`src/rtl/core/apr_pkg.sv`:
```
// ----------------------------------------------------------------------------
// apr_pkg
// Shared constants for the aging page replacement block: default sizes and
// the fixed field widths of the request and response transactions.
// ----------------------------------------------------------------------------
package apr_pkg;

   // default table geometry
   localparam int NUM_FRAMES_DEF = 8;
   localparam int AGE_BITS_DEF   = 32;

   // fixed transaction field widths
   localparam int PAGE_W        = 16;
   localparam int FRAME_IDX_W   = 3;
   localparam int MISS_W        = 32;

   // packed response data: hit, frame_index, evicted_valid, evicted_page,
   // miss_total, then zero fill up to whole bytes
   localparam int RSP_FIELDS_W  = 1 + FRAME_IDX_W + 1 + PAGE_W + MISS_W;
   localparam int RSP_DATA_W    = ((RSP_FIELDS_W + 7) / 8) * 8;
   localparam int REQ_DATA_W    = ((PAGE_W + 7) / 8) * 8;

endpackage

```
`src/rtl/core/apr_cell.sv`:
```
// ----------------------------------------------------------------------------
// apr_cell
// One frame of the replacement table. Holds valid, page and age, folds its
// frame into the search record passing by, and hands the registered record
// to the next cell. Applies the broadcast table update.
// ----------------------------------------------------------------------------
module apr_cell #(
   parameter int  NUM_FRAMES  = apr_pkg::NUM_FRAMES_DEF,
   parameter int  AGE_BITS    = apr_pkg::AGE_BITS_DEF,
   parameter int  IDX         = 0,
   parameter type probe_type  = logic,
   parameter type update_type = logic
) (
   input  logic       clock,
   input  logic       reset,
   input  probe_type  probe_i,
   input  update_type update_i,
   output probe_type  probe_o
);
   import apr_pkg::*;

   localparam int IDX_W = $clog2(NUM_FRAMES);
   localparam logic [IDX_W-1:0] MY_IDX = IDX_W'(IDX);

   logic                valid_ff;
   logic                valid_in;
   logic [PAGE_W-1:0]   page_ff;
   logic [AGE_BITS-1:0] age_ff;
   logic [AGE_BITS-1:0] age_in;
   logic                touched;
   logic                take_min;
   probe_type           probe_ff;
   probe_type           probe_in;

   // fold this frame into the search record
   always_comb begin
      probe_in = probe_i;
      if (!probe_i.found && valid_ff && (page_ff == probe_i.page)) begin
         probe_in.found   = 1'b1;
         probe_in.hit_idx = MY_IDX;
      end
      if (!probe_i.free_found && !valid_ff) begin
         probe_in.free_found = 1'b1;
         probe_in.free_idx   = MY_IDX;
      end
      // first frame seeds the minimum, a tie moves it to the higher index
      take_min = (IDX == 0) || (age_ff <= probe_i.min_age);
      if (take_min) begin
         probe_in.min_age  = age_ff;
         probe_in.min_idx  = MY_IDX;
         probe_in.min_page = page_ff;
      end
   end

   // hand the record to the neighbor
   always_ff @(posedge clock) begin
      if (reset) begin
         probe_ff.valid <= 1'b0;
      end else begin
         probe_ff <= probe_in;
      end
   end

   assign probe_o = probe_ff;

   // age every frame on a table update, mark the touched one
   always_comb begin
      touched  = update_i.valid && (update_i.slot == MY_IDX);
      age_in   = {touched, age_ff[AGE_BITS-1:1]};
      valid_in = valid_ff || (touched && update_i.write);
   end

   always_ff @(posedge clock) begin
      if (reset) begin
         valid_ff <= 1'b0;
         age_ff   <= '0;
      end else if (update_i.valid) begin
         valid_ff <= valid_in;
         age_ff   <= age_in;
      end
   end

   // load the page on a fill or a replacement
   always_ff @(posedge clock) begin
      if (touched && update_i.write) begin
         page_ff <= update_i.page;
      end
   end

endmodule

```
`src/rtl/core/aging_page_replacement.sv`:
```
// ----------------------------------------------------------------------------
// Flow:    the first cell registers the search record of a request on the
//          accepting edge, each further cell registers it in turn, the tail
//          record is held, and the commit registers the response transaction.
// Requests: one at a time; a new request is taken only after the last one
//          commits, which waits on output stall, as its record walks the cells.
// Reset: synchronous, active high; empties every frame, zeroes all ages and
//          the miss count, and drops any request in flight.
// ----------------------------------------------------------------------------
// aging_page_replacement
// Aging page replacement over a table of frames built as a chain of cells.
// ----------------------------------------------------------------------------
module aging_page_replacement #(
   parameter int NUM_FRAMES = apr_pkg::NUM_FRAMES_DEF,
   parameter int AGE_BITS   = apr_pkg::AGE_BITS_DEF
) (
   input  logic                           clock,
   input  logic                           reset,
   input  logic                           req_tvalid,
   output logic                           req_tready,
   // [15:0] page_number
   input  logic [apr_pkg::REQ_DATA_W-1:0] req_tdata,
   input  logic                           req_tlast,
   output logic                           rsp_tvalid,
   input  logic                           rsp_tready,
   // [0] hit, [3:1] frame_index, [4] evicted_valid, [20:5] evicted_page,
   // [52:21] miss_total, [55:53] zero
   output logic [apr_pkg::RSP_DATA_W-1:0] rsp_tdata,
   output logic                           rsp_tlast
);
   import apr_pkg::*;

   localparam int IDX_W = $clog2(NUM_FRAMES);

   typedef struct packed {
      logic                valid;
      logic                last;
      logic [PAGE_W-1:0]   page;
      logic                found;
      logic [IDX_W-1:0]    hit_idx;
      logic                free_found;
      logic [IDX_W-1:0]    free_idx;
      logic [AGE_BITS-1:0] min_age;
      logic [IDX_W-1:0]    min_idx;
      logic [PAGE_W-1:0]   min_page;
   } probe_type;

   typedef struct packed {
      logic              valid;
      logic [IDX_W-1:0]  slot;
      logic              write;
      logic [PAGE_W-1:0] page;
   } update_type;

   typedef enum logic [2:0] {
      ST_IDLE   = 3'b001,
      ST_SEARCH = 3'b010,
      ST_COMMIT = 3'b100
   } state_type;

   state_type                state_ff;
   state_type                state_in;
   probe_type                chain [NUM_FRAMES+1];
   probe_type                pend_ff;
   update_type               update;
   logic                     req_accept;
   logic                     commit;
   logic                     evict;
   logic [IDX_W-1:0]         slot;
   logic [IDX_W+2:0]         slot_ext;
   logic [MISS_W-1:0]        miss_ff;
   logic [MISS_W-1:0]        miss_in;
   logic                     rsp_valid_ff;
   logic [RSP_FIELDS_W-1:0]  rsp_data_ff;
   logic [RSP_FIELDS_W-1:0]  rsp_data_in;
   logic                     rsp_last_ff;

   // launch the search record into the chain
   assign req_accept = req_tvalid && req_tready;

   always_comb begin
      chain[0]            = '0;
      chain[0].valid      = req_accept;
      chain[0].last       = req_tlast;
      chain[0].page       = req_tdata[PAGE_W-1:0];
   end

   for (genvar i = 0; i < NUM_FRAMES; i++) begin : g_cell
      apr_cell #(
         .NUM_FRAMES  (NUM_FRAMES),
         .AGE_BITS    (AGE_BITS),
         .IDX         (i),
         .probe_type  (probe_type),
         .update_type (update_type)
      ) u_cell (
         .clock    (clock),
         .reset    (reset),
         .probe_i  (chain[i]),
         .update_i (update),
         .probe_o  (chain[i+1])
      );
   end

   // sequence one request at a time
   always_comb begin
      state_in = state_ff;
      case (state_ff)
         ST_IDLE: begin
            if (req_accept) state_in = ST_SEARCH;
         end
         ST_SEARCH: begin
            if (chain[NUM_FRAMES].valid) state_in = ST_COMMIT;
         end
         ST_COMMIT: begin
            if (commit) state_in = ST_IDLE;
         end
         default: state_in = ST_IDLE;
      endcase
   end

   assign req_tready = (state_ff == ST_IDLE);
   assign commit     = (state_ff == ST_COMMIT) && (!rsp_valid_ff || rsp_tready);

   always_ff @(posedge clock) begin
      if (reset) begin
         state_ff <= ST_IDLE;
      end else begin
         state_ff <= state_in;
      end
   end

   // hold the record that left the tail of the chain
   always_ff @(posedge clock) begin
      if (reset) begin
         pend_ff.valid <= 1'b0;
      end else if (chain[NUM_FRAMES].valid) begin
         pend_ff <= chain[NUM_FRAMES];
      end else if (commit) begin
         pend_ff.valid <= 1'b0;
      end
   end

   // pick the frame: hit, else lowest empty, else oldest
   always_comb begin
      evict = !pend_ff.found && !pend_ff.free_found;
      if (pend_ff.found) begin
         slot = pend_ff.hit_idx;
      end else if (pend_ff.free_found) begin
         slot = pend_ff.free_idx;
      end else begin
         slot = pend_ff.min_idx;
      end
      slot_ext = {3'b000, slot};

      update.valid = commit;
      update.slot  = slot;
      update.write = !pend_ff.found;
      update.page  = pend_ff.page;
   end

   // count faults, saturate at all ones
   always_comb begin
      miss_in = miss_ff;
      if (!pend_ff.found && (miss_ff != '1)) begin
         miss_in = miss_ff + MISS_W'(1);
      end
   end

   always_ff @(posedge clock) begin
      if (reset) begin
         miss_ff <= '0;
      end else if (commit) begin
         miss_ff <= miss_in;
      end
   end

   // register the response transaction
   assign rsp_data_in = {miss_in,
                         evict ? pend_ff.min_page : {PAGE_W{1'b0}},
                         evict,
                         slot_ext[FRAME_IDX_W-1:0],
                         pend_ff.found};

   always_ff @(posedge clock) begin
      if (reset) begin
         rsp_valid_ff <= 1'b0;
      end else if (commit) begin
         rsp_valid_ff <= 1'b1;
      end else if (rsp_tready) begin
         rsp_valid_ff <= 1'b0;
      end
   end

   always_ff @(posedge clock) begin
      if (commit) begin
         rsp_data_ff <= rsp_data_in;
         rsp_last_ff <= pend_ff.last;
      end
   end

   assign rsp_tvalid = rsp_valid_ff;
   assign rsp_tdata  = {{(RSP_DATA_W-RSP_FIELDS_W){1'b0}}, rsp_data_ff};
   assign rsp_tlast  = rsp_last_ff;

`ifndef SYNTHESIS
   // a record only reaches the tail while a search is under way
   a_tail_in_search: assert property (@(posedge clock) disable iff (reset)
      chain[NUM_FRAMES].valid |-> (state_ff == ST_SEARCH) && !pend_ff.valid)
      else $error("search record left the chain outside a search");

   // a fault always leaves a nonzero miss count
   a_miss_nonzero: assert property (@(posedge clock) disable iff (reset)
      commit && !pend_ff.found |=> miss_ff != '0)
      else $error("miss count zero after a fault");

   // a hit leaves the miss count untouched
   a_hit_no_count: assert property (@(posedge clock) disable iff (reset)
      commit && pend_ff.found |=> miss_ff == $past(miss_ff))
      else $error("miss count changed on a hit");
`endif

endmodule
```
`config.mk`:
```
export PLATFORM = sky130hd
export DESIGN_NAME = aging_page_replacement
export DESIGN_NICKNAME = d
export VERILOG_FILES = /design/src/rtl/core/apr_pkg.sv /design/src/rtl/core/apr_cell.sv /design/src/rtl/core/aging_page_replacement.sv
export SDC_FILE = /design/constraint.sdc
export NUM_CORES = 2
export LEC_CHECK = 0
export BUFFER_PORTS_ARGS = -buffer_cell sky130_fd_sc_hd__buf_2
export CAP_MARGIN = 15
export CORE_AREA = 2 2 188 374
export CTS_BUF_LIST = sky130_fd_sc_hd__clkbuf_16
export CTS_CLUSTER_DIAMETER = 40
export CTS_CLUSTER_SIZE = 10
export DETAILED_ROUTE_END_ITERATION = 7
export DIE_AREA = 0 0 190 376
export PLACE_DENSITY = 0.82
export SLEW_MARGIN = 10
export SYNTH_ARGS = -nofsm -noshare
export SYNTH_HDL_FRONTEND = slang
export SYNTH_SLANG_ARGS = --single-unit
```
`constraint.sdc`:
```
create_clock -name clock -period 32.1 [get_ports clock]
set_clock_uncertainty 0.1 [all_clocks]
set_input_delay 3.21 -clock clock [delete_from_list [all_inputs] [get_ports clock]]
set_output_delay 3.21 -clock clock [all_outputs]
set_load 0.01 [all_outputs]
```
==> metrics.csv <==
stage,metric,value,unit
status,status,"finished, final reports clean",
worst_setup_path,RR Endpoint,g_cell[4].u_cell.page_ff[2],
yosys,Cells after Synth,3638,
drt,vias per inst,5.813,
timing,Final Critical Period,6536,ps
clock_network,clock buffer depth,3,
hold_path,cell depth of the worst min-delay path,0,
drt,via count,27400,
final_layout,sequential cell area,0.02962,sq mm
worst_setup_path,"critical path fanouts, max",114,
power_and_ir_drop,pwr dens,55.65,mW/mm^2
worst_setup_path,RR Startpoint,state_ff[0],
flow_run,MaxCap Viol Count,0,
timing,RSZ-0062 raised after global routing,no,
final_layout,Area Overhead vs Synth,10.44,%
timing,post-route setup slack,25560,ps
timing,setup TNS,0,ps
worst_setup_path,R2R Setup Slk,28090,ps
yosys,ys flop type,edfxtp_1,
final_layout,FILL cells,4240,
placement,Placed Area,0.04742,sq mm
final_layout,final design utilization,0.7434,
yosys,Post-Syn Area per Cell,12.69,sq um
grt,vias in the first global route,28040,
floorplanning,Die Y,376,microns
grt,Congestion Overflow GR,0,
yosys,Post-synth EDFFs,781,
timing,Worst Tran Pin Value,1153,ps
hold_path,HP Class,register to register,
clock_network,post-cts sizing count,0,
drt,first-pass detailed-route iteration total,5,
hold_path,Hold Path End,g_cell[6].u_cell.probe_o[75],
worst_setup_path,cells on worst reg2reg path,7,
timing,Fin. Hold Viols,0,
floorplanning,FP Rows,136,
power_and_ir_drop,Peak supply drop,52.14,uV
floorplanning,I/O Pins,80,
clock_network,H-tree depth,3,
yosys,synthesized flop and latch total,1089,
grt,initial antenna violation count,0,
final_layout,design area,0.05098,sq mm
floorplanning,Initial Util,0.6731,
final_layout,area of the multi-input gates,0.01515,sq mm
timing,slew margin rel.,0.2315,
clock_network,Post-CTS Setup Bufs,0,
power_and_ir_drop,overall power,0.002837,W
worst_setup_path,Crit path required time,32330,ps
timing,# setup viols final,0,
worst_setup_path,crit start category,primary input,
yosys,ys async rst share,0,
drt,DR DRC count,0,
yosys,Ys Warns,0,
floorplanning,core area,0.06858,sq mm
worst_setup_path,CP Class,primary input to register,
drt,drt total wl,88660,microns
placement,pre-CTS WS,24880,ps
final_layout,layout cells sized above 1,0.1517,
final_layout,# diodes,0,
clock_network,clock buffer count from CTS,121,
drt,drt initial violations,1546,
worst_setup_path,crit end category,register,
clock_network,CTS Hold Buffers Added,0,
grt,first-pass GRT wire length,142500,microns
floorplanning,chip width,190,microns
clock_network,clk sink count,1089,
floorplanning,Die Area,0.07144,sq mm
drt,"antenna viol nets, final",0,
clock_network,Clock transition at path regs,60,ps
timing,"Slew Viols, Final",0,
placement,hpwl dp,55850,microns
power_and_ir_drop,Pleak,19.08,nW
placement,number of buffers added on ports,76,
clock_network,Root Buffer,clkbuf_16,
grt,pin count of the biggest net entering global routing,153,
final_layout,Nets,3974,
worst_setup_path,CP arrival,6770,ps
yosys,post-synthesis sequential area ratio,0.6416,
yosys,Yosys cell types,61,
yosys,Post-Syn Area,0.04616,sq mm
clock_network,clock latency at the later pin of the worst-skew pair,720,ps
timing,final period utilization,0.2036,
grt,GRT Total Usage,0.2529,
timing,highest clock rate,153.0,MHz
drt,wire length per cell,18.81,microns
placement,routability cong.,0.8345,
clock_network,CTS tree,built,
hold_path,worst hold start,g_cell[5].u_cell.probe_o[75],
[power by group]
part | switching (W) | leakage, nW | internal [W] | total, W
sequential | 0.0000147 | 10.0 | 0.00153 | 0.00155
combinational | 0.0000467 | 7.08 | 0.0000174 | 0.0000641
clock | 0.000535 | 2.00 | 0.000691 | 0.00123
[worst max-delay path by stage]
stage                     startpoint                           end  slack, ps  depth (start not counted)
final                          reset  g_cell[5].u_cell.probe_o[14]      25560                          5
after global placement         reset  g_cell[5].u_cell.probe_o[54]      24950                          5
after global routing           reset  g_cell[5].u_cell.probe_o[14]      25350                          5
after floorplan                reset                   state_ff[2]      16170                          3
after detailed placement       reset  g_cell[5].u_cell.probe_o[54]      24880                          5
after CTS                      reset  g_cell[5].u_cell.probe_o[14]      25650                          5
[metrics by stage]
step	hold slack, ps	instances
after global routing	313.9	4713
after floorplan	300.3	3640
final	297.5	4713
after CTS	306.8	4713
after detailed placement	304.5	4502
after global placement	300.3	4502
[sequential cells by signal, indices dropped and copies added (netlist names)]
name,count
g_cell.u_cell.age_ff,256
g_cell.u_cell.page_ff,128
g_cell.u_cell.probe_o,563
g_cell.u_cell.valid_ff,8
miss_ff,32
pend_ff,44
rsp_data_ff,53
rsp_tlast,1
rsp_tvalid,1
state_ff,3
[cell type report]
type,count,area share
Clock inverter,89,0.009940
Multi-Input combinational cell,2172,0.2972
Timing Repair Buffer,104,0.01203
Sequential cell,1089,0.5810
Clock buffer,122,0.05989
Tap cell,897,0.02202
Inverter,240,0.01797
[cells by family (layout without fill, tap and decap cells)]
group	after synthesis	count (layout)	share of synthesized area
simple gates	969	969	0.09703
compound gates	477	477	0.05670
fa+ha+maj	225	225	0.06099
mux	310	310	0.07551
flops	1089	1089	0.6416
xor+xnor	188	188	0.03567
buf+inv	379	555	0.03239
other cells	1	3	0.00008124
[critical path, stage by stage]
cell,delay [ps]
buf_8,210
inv_8,620
buf_4,810
buf_4,820
buf_4,860
[cells in the final DEF (no fill, tap or decap), types with 17 or more instances in the layout]
master,count
nor2_1,70
dfxtp_1,308
mux2_2,293
ha_1,225
inv_1,312
clkbuf_16,122
and2_1,28
buf_4,27
nand2_1,570
edfxtp_1,781
nor3_1,34
nor4_1,34
or2_2,17
nand3_1,33
o21ai_0,41
nand2b_1,30
nor2b_1,28
nand4_1,79
buf_2,75
xnor2_1,69
a21oi_1,366
xor2_1,119
[Yosys cell counts (all sizes together) (7+ instances only)]
cell    count  area share
edfxtp    781        0.51
nand2     570       0.046
a21oi     368       0.040
dfxtp     308        0.13
mux2      306       0.075
inv       240       0.020
ha        225       0.061
xor2      119       0.023
clkbuf     93      0.0076
nand4      81       0.011
nor2       70      0.0057
xnor2      69       0.013
buf        46      0.0053
o21ai      41      0.0044
nor4       38      0.0055
nor3       37      0.0042
nand3      36      0.0042
nand2b     31      0.0042
nor2b      29      0.0039
and2       28      0.0038
or2        19      0.0026
a22oi      11      0.0018
a21o       10      0.0016
o21a        8      0.0013
a21boi      7      0.0011
and3        7     0.00095
[routing by layer]
metal	vias to the layer above	track usage	wire, microns
li1	13100	-	-
met1	13440	0.2797	33100
met2	653	0.4705	48140
met3	208	0.03492	3383
met4	0	0.1256	4034
met5	-	0	0
No activity file was read; power rests on OpenSTA's default activity.
